==> config.mk <==
export PLATFORM = sky130hd
export DESIGN_NAME = utf8_to_code_point_decoder_unit
export DESIGN_NICKNAME = d
export VERILOG_FILES = /design/src/sv/u8cp_pkg.sv /design/src/sv/u8cp_decode.sv /design/src/sv/utf8_to_code_point_decoder_unit.sv
export SDC_FILE = /design/constraint.sdc
export NUM_CORES = 1
export LEC_CHECK = 0
export BUFFER_PORTS_ARGS = -buffer_cell sky130_fd_sc_hd__buf_2
export CAP_MARGIN = 20
export CORE_UTILIZATION = 33
export CTS_CLUSTER_DIAMETER = 30
export DETAILED_ROUTE_END_ITERATION = 10
export GPL_TIMING_DRIVEN = 0
export PLACE_DENSITY_LB_ADDON = 0.3
export RECOVER_POWER = 50
export SETUP_SLACK_MARGIN = 0.05
export SYNTH_ARGS = -nofsm -noshare
export SYNTH_HDL_FRONTEND = slang
export SYNTH_SLANG_ARGS = --single-unit
==> constraint.sdc <==
create_clock -name i_clk -period 14.1 [get_ports i_clk]
set_input_delay 0.705 -clock i_clk [delete_from_list [all_inputs] [get_ports i_clk]]
set_output_delay 0.705 -clock i_clk [all_outputs]
set_load 0.01 [all_outputs]
==> src/sv/u8cp_pkg.sv <==
// Shared types and constants for the UTF-8 to code point decoder.
package u8cp_pkg;

    localparam int OFFSET_BITS = 16;
    localparam int CP_BITS     = 21;
    localparam int BYTE_BITS   = 8;
    localparam int TDATA_OUT_BITS = ((CP_BITS + OFFSET_BITS + 7) / 8) * 8;
    localparam int TDATA_PAD_BITS = TDATA_OUT_BITS - CP_BITS - OFFSET_BITS;

    localparam logic [OFFSET_BITS-1:0] OFFSET_MAX = {OFFSET_BITS{1'b1}};
    localparam logic [CP_BITS-1:0]     REPL_RESET = CP_BITS'(8'h3F);
    localparam logic [CP_BITS-1:0]     MIN_2BYTE  = CP_BITS'(32'h0000_0080);
    localparam logic [CP_BITS-1:0]     MIN_3BYTE  = CP_BITS'(32'h0000_0800);
    localparam logic [CP_BITS-1:0]     MIN_4BYTE  = CP_BITS'(32'h0001_0000);

    localparam logic [2:0] LEN_2 = 3'd2;
    localparam logic [2:0] LEN_3 = 3'd3;
    localparam logic [2:0] LEN_4 = 3'd4;

    typedef struct packed {
        logic [1:0]             rem;
        logic [2:0]             len;
        logic [CP_BITS-1:0]     acc;
        logic [OFFSET_BITS-1:0] lead;
        logic [OFFSET_BITS-1:0] cnt;
        logic                   disc;
    } t_state;

    // Up to four results of one input byte, offsets counted up from base.
    typedef struct packed {
        logic [2:0]             num;
        logic [CP_BITS-1:0]     cp;
        logic [OFFSET_BITS-1:0] base;
        logic                   err;
        logic                   eos;
    } t_result;

    function automatic logic [OFFSET_BITS-1:0] sat_add(
        input logic [OFFSET_BITS-1:0] a,
        input logic [1:0]             b
    );
        logic [OFFSET_BITS:0] s;
        s = {1'b0, a} + {{(OFFSET_BITS-1){1'b0}}, b};
        return s[OFFSET_BITS] ? OFFSET_MAX : s[OFFSET_BITS-1:0];
    endfunction

endpackage

==> src/sv/u8cp_decode.sv <==
// Combinational next-state and result logic for one input byte.
module u8cp_decode import u8cp_pkg::*; (
    input  t_state                i_st,
    input  logic [BYTE_BITS-1:0]  i_byte,
    input  logic                  i_last,
    input  logic [CP_BITS-1:0]    i_repl,
    output t_state                o_next,
    output t_result               o_res
);

    logic [1:0]         rem_dec;
    logic [CP_BITS-1:0] acc_new;
    logic [CP_BITS-1:0] cont_bits;
    logic [CP_BITS-1:0] minimum;

    assign rem_dec   = i_st.rem - 2'd1;
    assign cont_bits = CP_BITS'(i_byte[5:0]);

    always_comb begin
        case (rem_dec)
            2'd0:    acc_new = i_st.acc | cont_bits;
            2'd1:    acc_new = i_st.acc | (cont_bits << 6);
            default: acc_new = i_st.acc | (cont_bits << 12);
        endcase
    end

    always_comb begin
        case (i_st.len)
            LEN_2:   minimum = MIN_2BYTE;
            LEN_3:   minimum = MIN_3BYTE;
            default: minimum = MIN_4BYTE;
        endcase
    end

    always_comb begin
        o_next    = i_st;
        o_res.num = 3'd0;
        o_res.cp  = '0;
        o_res.base = i_st.cnt;
        o_res.err = 1'b0;
        o_res.eos = i_last;

        if (i_st.disc) begin
            if (i_last) begin
                o_res.num = 3'd1;
                o_res.err = 1'b1;
            end
        end else if (i_st.rem == 2'd0) begin
            if (!i_byte[7]) begin
                o_res.num = 3'd1;
                o_res.cp  = CP_BITS'(i_byte);
            end else if (i_byte[7:6] == 2'b11 && i_byte[5:3] != 3'b111) begin
                // open a sequence at this lead byte
                o_next.lead = i_st.cnt;
                case (i_byte[5:4])
                    2'b00, 2'b01: begin
                        o_next.acc = CP_BITS'(i_byte[4:0]) << 6;
                        o_next.rem = 2'd1;
                        o_next.len = LEN_2;
                    end
                    2'b10: begin
                        o_next.acc = CP_BITS'(i_byte[3:0]) << 12;
                        o_next.rem = 2'd2;
                        o_next.len = LEN_3;
                    end
                    default: begin
                        o_next.acc = CP_BITS'(i_byte[2:0]) << 18;
                        o_next.rem = 2'd3;
                        o_next.len = LEN_4;
                    end
                endcase
                if (i_last) begin
                    o_res.num = 3'd1;
                    o_res.err = 1'b1;
                end
            end else begin
                o_res.num = 3'd1;
                o_res.cp  = i_repl;
            end
        end else if (i_byte[7:6] == 2'b10) begin
            o_next.rem = rem_dec;
            o_next.acc = acc_new;
            if (rem_dec == 2'd0) begin
                o_res.base = i_st.lead;
                if (acc_new >= minimum) begin
                    o_res.num = 3'd1;
                    o_res.cp  = acc_new;
                end else begin
                    // overlong: one replacement per byte of the sequence
                    o_res.num = i_st.len;
                    o_res.cp  = i_repl;
                end
                o_next.rem  = 2'd0;
                o_next.len  = 3'd0;
                o_next.acc  = '0;
                o_next.lead = '0;
            end else if (i_last) begin
                o_res.num = 3'd1;
                o_res.err = 1'b1;
            end
        end else begin
            o_res.num   = 3'd1;
            o_res.err   = 1'b1;
            o_next.disc = 1'b1;
        end

        if (i_last) begin
            o_next.rem  = 2'd0;
            o_next.len  = 3'd0;
            o_next.acc  = '0;
            o_next.lead = '0;
            o_next.cnt  = '0;
            o_next.disc = 1'b0;
        end else begin
            o_next.cnt = sat_add(i_st.cnt, 2'd1);
        end
    end

endmodule

==> src/sv/utf8_to_code_point_decoder_unit.sv <==
// UTF-8 decoder top level: byte stream in, code points with offsets out.
//
//  channel | direction | tdata                          | tlast        | tuser
//  s       | in        | data_byte                      | last_in_str. | -
//  m       | out       | codepoint, byte_offset         | last_of_run  | decode_error, eos
//  cfg     | in        | replacement_char (write only)  | -            | -
//
// One byte is accepted per cycle while the result register is empty or drains;
// its results show on the next cycle. A byte that closes an overlong sequence
// gives 2 to 4 results, one per cycle while m is ready, and the input waits until the result register drains.
// Reset clears the decode state and empties the result register; the
// replacement character returns to a question mark. A stall on m holds
// the input off only when the pending results are not taken this cycle.
module utf8_to_code_point_decoder_unit import u8cp_pkg::*; (
    input  logic                      i_clk,
    input  logic                      i_rst_n,
    input  logic                      i_s_tvalid,
    output logic                      o_s_tready,
    input  logic [BYTE_BITS-1:0]      i_s_tdata,   // [7:0] data_byte
    input  logic                      i_s_tlast,   // last_in_string
    output logic                      o_m_tvalid,
    input  logic                      i_m_tready,
    output logic [TDATA_OUT_BITS-1:0] o_m_tdata,   // [20:0] codepoint, [36:21] byte_offset
    output logic [1:0]                o_m_tuser,   // [0] decode_error, [1] end_of_string
    output logic                      o_m_tlast,   // last_of_run
    input  logic                      i_cfg_we,
    input  logic [CP_BITS-1:0]        i_cfg_wdata  // replacement_char
);

    logic [CP_BITS-1:0]     r_repl;
    t_state                 r_st;
    t_state                 n_st;
    t_result                dec_res;

    logic                   r_valid;
    logic [1:0]             r_idx;
    logic [1:0]             r_last_idx;
    logic [CP_BITS-1:0]     r_cp;
    logic [OFFSET_BITS-1:0] r_base;
    logic                   r_err;
    logic                   r_eos;

    logic pop;
    logic drain_done;
    logic accept;

    u8cp_decode u_decode (
        .i_st   (r_st),
        .i_byte (i_s_tdata),
        .i_last (i_s_tlast),
        .i_repl (r_repl),
        .o_next (n_st),
        .o_res  (dec_res)
    );

    assign pop        = r_valid && i_m_tready;
    assign drain_done = pop && (r_idx == r_last_idx);
    assign o_s_tready = !r_valid || drain_done;
    assign accept     = i_s_tvalid && o_s_tready;

    always_ff @(posedge i_clk) begin
        if (!i_rst_n) begin
            r_repl <= REPL_RESET;
        end else if (i_cfg_we) begin
            r_repl <= i_cfg_wdata;
        end
    end

    always_ff @(posedge i_clk) begin
        if (!i_rst_n) begin
            r_st <= '0;
        end else if (accept) begin
            r_st <= n_st;
        end
    end

    always_ff @(posedge i_clk) begin
        if (!i_rst_n) begin
            r_valid    <= 1'b0;
            r_idx      <= 2'd0;
            r_last_idx <= 2'd0;
        end else if (accept && dec_res.num != 3'd0) begin
            r_valid    <= 1'b1;
            r_idx      <= 2'd0;
            r_last_idx <= 2'(dec_res.num - 3'd1);
        end else if (drain_done) begin
            r_valid <= 1'b0;
        end else if (pop) begin
            r_idx <= r_idx + 2'd1;
        end
    end

    // load the payload with each new beat group
    always_ff @(posedge i_clk) begin
        if (accept && dec_res.num != 3'd0) begin
            r_cp   <= dec_res.cp;
            r_base <= dec_res.base;
            r_err  <= dec_res.err;
            r_eos  <= dec_res.eos;
        end
    end

    assign o_m_tvalid = r_valid;
    assign o_m_tdata  = {{TDATA_PAD_BITS{1'b0}}, sat_add(r_base, r_idx), r_cp};
    assign o_m_tuser  = {r_eos, r_err};
    assign o_m_tlast  = (r_idx == r_last_idx);

endmodule

[Word level (Yosys, flattened, before mapping)]
Index checks and enable logic that the tools add are counted.
Cells by class
  add/subtract/negate cells: 5
  reductions and logical operators: 19
  order comparisons: 1
  bitwise gates (word level): 5
  equality and inequality tests: 12
  mux-type cells: 40
Operators with widths (number)
  two-way mux 42 bit: 7
  two-way mux 24 bit: 4
  two-way mux 16 bit: 5
  two-way mux 37 bit: 2
  one-hot mux 26 bit (2 select lines): 1
  one-hot mux 21 bit (2 select lines): 1
  one-hot mux 17 bit (2 select lines): 1
  greater-or-equal comparator 21 bit: 1
  two-way mux 21 bit: 1
  bitwise OR 21 x 12 -> 21 bit: 1
  bitwise OR 21 x 18 -> 21 bit: 1
  bitwise OR 21 x 6 -> 21 bit: 1
  adder 16 x 1 -> 17 bit, second input constant: 1
  adder 16 x 2 -> 17 bit: 1
  two-way mux 1 bit: 14
  two-way mux 3 bit: 4
  inequality test 3 bit, second input constant: 3
  nonzero test 3 bit: 3
  == test 2 bit, second input constant: 3
  == test 3 x 2 -> 1 bit, second input constant: 2
  zero test 2 bit: 3
  AND reduction 6 bit: 1
  logical AND 1 bit: 5
  AND reduction 5 bit: 1
  11 further kinds: 15
Word-level totals
  flip-flop bits (word level): 124
  output and inout port bits: 45
  input bits: 35
  word-level logic and storage cells: 96

[Logic depth before layout (Yosys ltp)]
Gate-level depths: netlist of run 1.
  depth in word-level cells: 13
  gate-level depth with buffers: 20

[Modules after synthesis]
A second synthesis of run 1 with hierarchy kept.
Unflattened totals
  cell total of the unflattened synthesis: 921
  area total of the unflattened synthesis: 7512.2 µm²
By module, submodules not included
  utf8_to_code_point_decoder_unit: cells each 472, area an instance 4787.1 µm², times used 1
  u8cp_decode: cells each 449, area an instance 2725.1 µm², times used 1

[Worst setup path before layout of run 1]
No wires, ideal clock.
  path kind: reg2reg
  start point: register r_st[57] in the netlist's numbering
  end point: register r_last_idx[1]
  arrival time: 4.812 ns
  slack: 9.165 ns
  path buffers: 3
  cell stages (with the launch flop): 20
  setup time: 0.123 ns
  cell sequence: dfxtp_1 inv_1 ha_1 buf_6 clkbuf_1 inv_1 a21o_1 nand2_1 inv_1 ha_1 o311a_1 a2111o_1 o22ai_2 buf_4 a21o_1 ha_1 nor2_1 a41oi_1 nand2_1 o221a_1
On the way
  longest elaborated chain between the ends: 12
Ends and longest elaborated chain
  start, declared: line utf8_to_code_point_decoder_unit.sv:31  | t_state r_st;
  start signal, assigned: line utf8_to_code_point_decoder_unit.sv:73  | r_st <= n_st;
  subtractor 2 x 1 -> 2 bit: line u8cp_decode.sv:16  | assign rem_dec = i_st.rem - 2'd1;
  == test 2 x 1 -> 1 bit or zero test 2 bit (tied branches): line u8cp_decode.sv:20, u8cp_decode.sv:83
  one-hot mux 21 bit (2 select lines): line u8cp_decode.sv:20  | case (rem_dec)
  greater-or-equal comparator 21 bit: line u8cp_decode.sv:85  | if (acc_new >= minimum) begin
  two-way mux 24 bit: line u8cp_decode.sv:85
  two-way mux 24 bit: line u8cp_decode.sv:43  | if (i_st.disc) begin
  two-way mux 3 bit: line u8cp_decode.sv:83  | if (rem_dec == 2'd0) begin
  two-way mux 3 bit: line u8cp_decode.sv:80  | end else if (i_byte[7:6] == 2'b10) begin
  two-way mux 24 bit *: line u8cp_decode.sv:48  | end else if (i_st.rem == 2'd0) begin
  two-way mux 3 bit *: line u8cp_decode.sv:43
  branches (longest 2 deep; another with subtractor 2 x 1 -> 2 bit)
  end signal, assigned: line utf8_to_code_point_decoder_unit.sv:85  | r_last_idx <= 2'(dec_res.num - 3'd1);
  end, declared: line utf8_to_code_point_decoder_unit.sv:37  | logic [1:0] r_last_idx;
Mark *: on every way between the ends. The select of a mux whose other input is x is not followed.
A chain may end at the register's enable or synchronous reset.

[Final worst setup path of run 1]
Ends and elaborated chain as after synthesis.

==> results of run 1 <==
[power by group through the flow]
stage | registers (mW) | clock network, mW | logic (mW)
2_1_floorplan | 0.405 | 0 | 0.0791
3_5_place_dp | 0.404 | 0 | 0.122
5_1_grt | 0.398 | 0.422 | 0.133
6_report | 0.396 | 0.399 | 0.121
4_1_cts | 0.396 | 0.405 | 0.123
3_3_place_gp | 0.404 | 0 | 0.120
[worst max-delay path: stages (launching register included)]
cell and delay [ns]:
dfxtp_1 0.39, inv_1 0.08, ha_1 0.36, buf_6 0.17
clkbuf_1 0.47, inv_1 0.24, a21o_1 0.21, nand2_1 0.15
inv_1 0.06, ha_1 0.34, o311a_1 0.37, a2111o_1 0.46
o22ai_2 0.15, buf_4 0.21, a21o_1 0.16, ha_1 0.17
nor2_1 0.05, a41oi_1 0.28, nand2_2 0.38, buf_12 0.31
o221a_1 0.24
[cell usage in the layout, fill, tap and decap left out, types with 18 or more instances in the layout]
| cell type | netlist | layout |
|---|---|---|
| dfxtp_1 | 85 | 85 |
| nor2_1 | 62 | 62 |
| nand2_1 | 58 | 57 |
| clkbuf_1 | 25 | 54 |
| buf_2 | 5 | 49 |
| a21oi_1 | 41 | 41 |
| edfxtp_1 | 39 | 39 |
| inv_1 | 33 | 34 |
| o21ai_0 | 24 | 25 |
| mux2i_1 | 24 | 24 |
| a31oi_1 | 22 | 22 |
| a22o_1 | 20 | 20 |
| nand3_1 | 19 | 19 |
| clkbuf_16 | 0 | 18 |
[registers in the layout, indices dropped and copies added (netlist names)]
signal / count
r_idx: 2
r_cp: 21
r_err: 1
r_st: 59
r_eos: 1
o_m_tvalid: 1
r_last_idx: 2
r_base: 16
r_repl: 21
[cell families after synthesis]
family	Yosys count	share of synthesized area [%]
xor gates and xnor gates	14	1.92
and+or+nand+nor	219	16.8
muxes	38	6.24
other	1	0.0588
AOI/OAI and AO/OA	181	21.4
buffers and inverters	82	6.30
adders and majority gates	11	2.27
DFF	124	45.0
[final timing paths]
path,slack [ns],start,depth (start not counted),end
max,8.75,r_st[57],20,r_last_idx[1]
min,0.47,r_st[25],1,r_st[25]
max reg2reg,8.75,r_st[57],20,r_last_idx[1]
min reg2reg,0.47,r_st[25],1,r_st[25]
[synthesized netlist by cell type, types with 9 or more instances]
| master | instances |
|---|---|
| edfxtp_1 | 39 |
| o21ai_0 | 24 |
| dfxtp_1 | 85 |
| nor3_1 | 14 |
| nand2_1 | 58 |
| nand3_1 | 19 |
| o32ai_2 | 10 |
| mux2_2 | 14 |
| clkbuf_1 | 25 |
| inv_1 | 33 |
| ha_1 | 10 |
| and2_1 | 9 |
| a21oi_1 | 41 |
| nor2_1 | 62 |
| a22o_1 | 20 |
| mux2i_1 | 24 |
| a31oi_1 | 22 |
| a21o_1 | 9 |
| nor2b_1 | 11 |
[metal layers]
layer	vias to the layer above	track usage, %
li1	2624	-
met1	2514	24.1
met2	174	25.7
met3	26	3.74
met4	2	7.55
met5	-	0
[area by class of cell]
cell class | count | area (sq um) | area share [%]
clock inverters | 11 | 67.6 | 0.889
plain buffers | 48 | 274 | 3.61
repair buffers | 71 | 338 | 4.45
inverters | 34 | 128 | 1.68
multi-input cells | 466 | 3110 | 40.9
flip-flops and latches | 124 | 2870 | 37.8
clock buffers | 21 | 482 | 6.34
well taps | 260 | 325 | 4.28
diodes | 1 | 2.50 | 0.0329
==> metrics.yaml, run 1 <==
outcome:
  status: "completed"
sta:
  rsz0062_at_grt: "false"
  max_freq_ghz: 0.187
  fin_hold_ws_ns: 0.469
  maxSlewViolCount: 0
  tns_ns: 0
  timing.slew.headroom_pct: 30.7
  worstMarginPinSlew_ns: 1.03
  fin_skew_ns: 0.00714
  post-route-period-util_pct: 37.9
  setup_slack_ns: 8.75
  min_period_ns: 5.35
  setup_viol: 0
  hold_violations: 0
power:
  combPwrFrac_pct: 13.2
  clockPowerShare_pct: 43.6
  p_switching_mw: 0.244
  power_frac_seq_pct: 43.2
  peakVddDrop_uv: 61.1
  internal-power_mw: 0.673
  p_sw_share_pct: 26.6
  p_total_mw: 0.917
  power.density_nw_per_um2: 121
  leakage_nw: 2.94
route:
  wl_per_cell_um: 16.0
  dr.pass1.iters: 5
  dr_wl_met3_um: 989
  wl_met2_um: 7000
  top_layer: "met5"
  detail_route.wirelength.met1_um: 8230
  drt_iter0_markers: 420
  vias: 5340
  drc_errors: 0
  avgViaCountPerCell: 5.15
  routed_wl_um: 16600
  ant_nets: 0
cts:
  cts_hold_buf: 0
  path_clk_slew_ns: 0.06
  cts_made_buffers: 17
  ctsRootBufferMaster: "clkbuf_16"
  htree_levels: 4
  insertion_delay_ns: 0.42
  cts.sinks: 124
  cts_tree: "done"
  postCtsResizedCells: 0
  clockBufferDepth: 2
  cts_setup_buffers: 0
synth:
  synth.top_cell.area_share_pct: 26.7
  synth_seq_cells: 124
  syn_inst: 670
  netlist_top_cells_area: "dfxtp_1 27%, edfxtp_1 18%, mux2i_1 3.8%, nor2_1 3.6%, nand2_1 3.4%"
  ys.flop_type: "dfxtp_1"
  synth_edf_count: 39
  synth_area_sq_um: 6380
  synth.avg_cell_area_sq_um: 9.52
  async_flop_share_pct: 0
  synth_top_area_cell: "dfxtp_1"
  synth.distinct_cells: 74
  ys_seq_area_share_pct: 45.0
  ys_warn_count: 0
hold_path:
  min_path_type: "reg2reg"
placed_design:
  dp_hpwl_um: 12100
  place_ws_ns: 8.82
  place_inst: 1003
  place.gp.congestion: 0.844
  port_buffers: 70
  placed_area_sq_um: 7090
floorplan:
  initial_utilization_pct: 33.9
  rows: 50
  io_pins: 80
  die_w_um: 141
  core_sq_um: 18800
  die_y_um: 141
  dieArea_sq_um: 19900
critical_path:
  crit_arrival_ns: 5.66
  setup.worst_path.start_class: "flip-flop"
  critPathMaxFanout: 29
  critPathKind: "reg2reg"
  cp-end-kind: "flip-flop"
  required_ns: 14.41
finish:
  fin_cells: 1036
  fin_util_pct: 40.3
  drive_above_1_share_pct: 18.1
  final_net_count: 808
  area_growth_pct: 19.1
  nFillCells: 1873
  design_area_sq_um: 7600
job:
  cap_violations: 0
grt:
  grt_first_pass_wirelength_um: 26700
  grt_pass1_vias: 4873
  grt_usage_pct: 17.3
  antenna_found_initial: 2
  grt-ovfl-total: 0
  grt_max_degree: 30
No activity file was read; power rests on OpenSTA's default activity.
==> run 2, diff against run 1 <==
- clock period: 14.1 -> 4.37 ns (I/O delays scaled with it)
==> run 2 against run 1 <==
  * Hold slack got worse by 0.45 ns
  * Routed wire length increased by 1.1%
  * Non-clock buffer count decreased by 1
  * Largest power group unchanged
==> metrics.yaml, run 2 (synthesized netlist as in run 1, its figures left out) <==
outcome:
  status: "completed"
route:
  ant_nets: 0
  drc_errors: 0
  vias: 5305
  routed_wl_um: 16800
  avgViaCountPerCell: 5.12
  dr.pass1.iters: 4
  wl_per_cell_um: 16.2
  drt_iter0_markers: 434
power:
  power.density_nw_per_um2: 414
  p_sw_share_pct: 24.6
  power_frac_seq_pct: 39.7
  leakage_nw: 3.01
  p_total_mw: 3.22
  combPwrFrac_pct: 12.6
  p_switching_mw: 0.793
  internal-power_mw: 2.43
  peakVddDrop_uv: 209
  clockPowerShare_pct: 47.8
floorplan:
  die_y_um: 141
  io_pins: 80
  core_sq_um: 18800
  die_w_um: 141
  rows: 50
  dieArea_sq_um: 19900
  initial_utilization_pct: 33.9
job:
  cap_violations: 0
sta:
  tns_ns: 0
  post-route-period-util_pct: 95.8
  rsz0062_at_grt: "true"
  min_period_ns: 4.18
  max_freq_ghz: 0.239
  maxSlewViolCount: 0
  worstMarginPinSlew_ns: 0.926
  hold_violations: 0
  setup_slack_ns: 0.186
  fin_skew_ns: 0.00904
  timing.slew.headroom_pct: 37.7
  fin_hold_ws_ns: 0.0186
  setup_viol: 0
cts:
  path_clk_slew_ns: 0.06
  ctsRootBufferMaster: "clkbuf_16"
  cts_tree: "done"
  insertion_delay_ns: 0.42
  cts_hold_buf: 0
  cts.sinks: 124
  htree_levels: 4
  clockBufferDepth: 2
  cts_made_buffers: 17
grt:
  grt_pass1_vias: 4981
  grt_max_degree: 22
  grt_first_pass_wirelength_um: 26800
  antenna_found_initial: 2
  grt-ovfl-total: 0
  grt_usage_pct: 17.4
finish:
  fin_cells: 1037
  final_common_cell: "dfxtp_1"
  largest_reg_flops: 59
  reg.largest.list: "r_st x59, r_cp x21, r_repl x21"
  layout_common_cells: "84 x dfxtp_1, 62 x nor2_1, 56 x nand2_1, 52 x clkbuf_1, 50 x buf_2"
  fin_util_pct: 41.3
  area_growth_pct: 21.9
  final_net_count: 808
  drive_above_1_share_pct: 19.1
  design_area_sq_um: 7780
  nFillCells: 1860
  largest_register: "r_st"
critical_path:
  required_ns: 4.68
  reg2reg_setup_slack_ns: 0.19
  critPathMaxFanout: 21
  reg2reg_depth: 19
  setup.worst_path.start_class: "flip-flop"
  rr_endpoint: "r_last_idx[1]"
  crit_arrival_ns: 4.49
  critPathKind: "reg2reg"
  cp-end-kind: "flip-flop"
  r2r_start: "r_st[58]"
hold_path:
  hold_depth: 3
  min_path_type: "in2reg"
  holdCritStartpoint: "i_cfg_wdata[2]"
  hold_end: "r_repl[2]"
placed_design:
  place.gp.congestion: 0.854
  placed_area_sq_um: 7080
  port_buffers: 70
  place_inst: 1002
  dp_hpwl_um: 12100
  place_ws_ns: -0.813
[run 2: cell type report]
cell class	count	area, sq um	area share (%)
multi-input cells	467	3180	40.8
diodes	2	5.00	0.0643
clock inverters	10	159	2.04
well taps	260	325	4.18
inverters	34	128	1.64
repair buffers	71	339	4.36
clock buffers	22	495	6.37
plain buffers	47	278	3.57
flip-flops and latches	124	2870	36.9
[run 2: critical path, cell delays in order, from the launching register on]
cell      delay, ns
dfxtp_1        0.36
inv_1          0.10
ha_2           0.24
nand2b_1       0.17
buf_6          0.15
or2_4          0.25
nand2_2        0.11
inv_1          0.05
ha_1           0.33
o311a_1        0.37
a2111o_1       0.37
o22ai_2        0.17
buf_6          0.17
a21o_1         0.16
ha_1           0.18
nor2_1         0.08
a41oi_4        0.22
buf_12         0.16
nand2_8        0.14
o221a_1        0.30
[run 2: timing repair]
item	in CTS	in global routing
setup buffers	1	0
setup endpoints to repair	44	43
pin swaps	1	1
gates resized for setup	6	3
cloned	1	0
[run 2: how the worst max path moves through the flow]
stage / from / end / slack, ns / cells after the start
after floorplan: r_st[57] / r_last_idx[1] / 0.11 / 19
after global placement: r_st[57] / r_last_idx[1] / -0.77 / 19
after detailed placement: r_st[57] / r_last_idx[1] / -0.81 / 19
after CTS: r_st[58] / r_last_idx[1] / 0.06 / 19
after global routing: r_st[58] / r_last_idx[1] / -0.02 / 19
final: r_st[58] / r_last_idx[1] / 0.19 / 19
[run 2: power groups by stage]
stage | clock network, mW | logic [mW] | registers, mW
2_1_floorplan | 0 | 0.257 | 1.30
3_3_place_gp | 0 | 0.389 | 1.30
3_5_place_dp | 0 | 0.391 | 1.30
4_1_cts | 1.57 | 0.409 | 1.28
5_1_grt | 1.61 | 0.444 | 1.28
6_report | 1.54 | 0.405 | 1.28
[run 2: layer usage]
| metal | share of wire, % | track usage, % | vias up |
|---|---|---|---|
| li1 | - | - | 2628 |
| met1 | 50 | 24.5 | 2506 |
| met2 | 43 | 25.6 | 152 |
| met3 | 5.9 | 4.59 | 19 |
| met4 | 1.5 | 6.46 | 0 |
| met5 | 0 | 0 | - |
==> run 3, diff against run 2 <==
- PLACE_DENSITY: unset -> 0.6
- PLACE_DENSITY_LB_ADDON: 0.3 -> unset
==> run 3 against run 2 <==
  * Via count up 1.2%
  * Non-clock buffer count up 3
  * First-iteration DRC count fell by 7.4%
  * Final cell count increased by 0.19%
  * Flip-flop and latch count is the same
  * Combinational power grew 1%
  * Clock power is 5% lower
  * Clock skew barely moved
  * Global-route usage up 0.29 points
  * Hold slack lost 0.0026 ns
  * Setup slack gained 0.12 ns
  * Sequential share of layout area is 0.11 points higher
  * Largest power group unchanged
==> metrics.yaml, run 3 (synthesized netlist as in run 1, its figures left out) <==
cts:
  ctsRootBufferMaster: "clkbuf_16"
  cts.sinks: 124
  htree_levels: 4
  path_clk_slew_ns: 0.05
  cts_made_buffers: 17
  insertion_delay_ns: 0.43
  cts_tree: "done"
  clockBufferDepth: 2
  cts_hold_buf: 0
floorplan:
  dieArea_sq_um: 19900
  initial_utilization_pct: 33.9
  io_pins: 80
  core_sq_um: 18800
  die_y_um: 141
  rows: 50
  die_w_um: 141
grt:
  grt_first_pass_wirelength_um: 27100
  grt_max_degree: 22
  grt_pass1_vias: 4960
  antenna_found_initial: 3
  grt-ovfl-total: 0
  grt_usage_pct: 17.7
critical_path:
  crit_chain: "inv_1, ha_2, nand2b_1, buf_6, or2_4, nand2_2, inv_1, ha_1, o311a_1, a2111o_1, o22ai_2, buf_6, a21o_1, ha_1, nor2_1, a41oi_4, buf_6, nand2_8, o221a_1"
  crit_arrival_ns: 4.38
  critPathMaxFanout: 11
  cp_common_cell: "buf_6"
  slowest_stage: "dfxtp_1"
  critPathKind: "reg2reg"
  reg2reg_depth: 19
  cp-end-kind: "flip-flop"
  slowest_delay_ns: 0.36
  required_ns: 4.68
  setup.worst_path.start_class: "flip-flop"
route:
  routed_wl_um: 17000
  wl_per_cell_um: 16.4
  dr.pass1.iters: 5
  ant_nets: 0
  drc_errors: 0
  vias: 5371
  drt_iter0_markers: 402
  avgViaCountPerCell: 5.17
placed_design:
  placed_area_sq_um: 7080
  dp_hpwl_um: 12000
  place_inst: 1002
  port_buffers: 70
  place.gp.congestion: 0.858
  place_ws_ns: -0.765
finish:
  multi_input_area_sq_um: 3190
  antenna_cells: 0
  final_common_cell: "dfxtp_1"
  largest_register: "r_st"
  nFillCells: 1865
  fin_cells: 1039
  reg.largest.list: "r_st x59, r_cp x21, r_repl x21"
  drive_above_1_share_pct: 18.9
  largest_reg_flops: 59
  final_net_count: 812
  design_area_sq_um: 7760
  fin_util_pct: 41.2
  layout_common_cells: "84 x dfxtp_1, 62 x nor2_1, 56 x clkbuf_1, 56 x nand2_1, 50 x buf_2"
  seqCellArea_sq_um: 2870
  area_growth_pct: 21.6
power:
  power.density_nw_per_um2: 408
  leakage_nw: 3.01
  peakVddDrop_uv: 220
  p_total_mw: 3.16
sta:
  post-route-period-util_pct: 93.1
  fin_skew_ns: 0.00895
  hold_violations: 0
  timing.slew.headroom_pct: 36.2
  setup_slack_ns: 0.302
  setup_viol: 0
  fin_hold_ws_ns: 0.0160
  min_period_ns: 4.07
  tns_ns: 0
  worstMarginPinSlew_ns: 0.948
  max_freq_ghz: 0.246
  maxSlewViolCount: 0
  rsz0062_at_grt: "false"
hold_path:
  hold_depth: 3
  min_path_type: "in2reg"
job:
  cap_violations: 0
outcome:
  status: "completed"
## run 3: layout make-up
type / instances / share of cell area (%)
tap: 260 / 4.19
timing repair buffer: 74 / 4.55
buffer: 47 / 3.58
sequential: 124 / 37.0
clock buffer: 24 / 6.08
multi-input combinational: 468 / 41.1
clock inverter: 8 / 1.79
inverter: 34 / 1.65
## run 3: worst max-delay path: cells and delay by family (launching register included)
family / cells / cell delay [ns]
fa+ha+maj: 3 / 0.73
flops: 1 / 0.36
simple gates: 5 / 0.70
buf+inv: 5 / 0.64
compound gates: 6 / 1.52
## run 3: metal layers
metal  GRT usage [%]  up-vias  share of wire (%)
li1                -     2629                  -
met1            24.4     2548                 48
met3            4.89       33                6.0
met5               0        -               0.14
met4            6.58        4                2.3
met2            26.4      157                 44
## run 3: repair_timing
action,in CTS,in global routing
buffers inserted,2,2
cloned,1,1
gates resized for setup,6,5
pin swaps,1,1
endpoints found under the setup margin,44,43
## run 3: power breakdown
group | total, mW | internal [mW] | switching, mW
sequential | 1.28 | 1.25 | 0.0318
clock | 1.47 | 0.979 | 0.492
combinational | 0.410 | 0.152 | 0.258
## run 3: worst paths after layout
kind / startpoint / endpoint / slack [ns]
worst min register to register: r_st[27] / r_st[27] / 0.47
worst max-delay path: r_st[58] / r_last_idx[1] / 0.30
worst min-delay path: i_cfg_wdata[1] / r_repl[1] / 0.02
worst max register to register: r_st[58] / r_last_idx[1] / 0.30
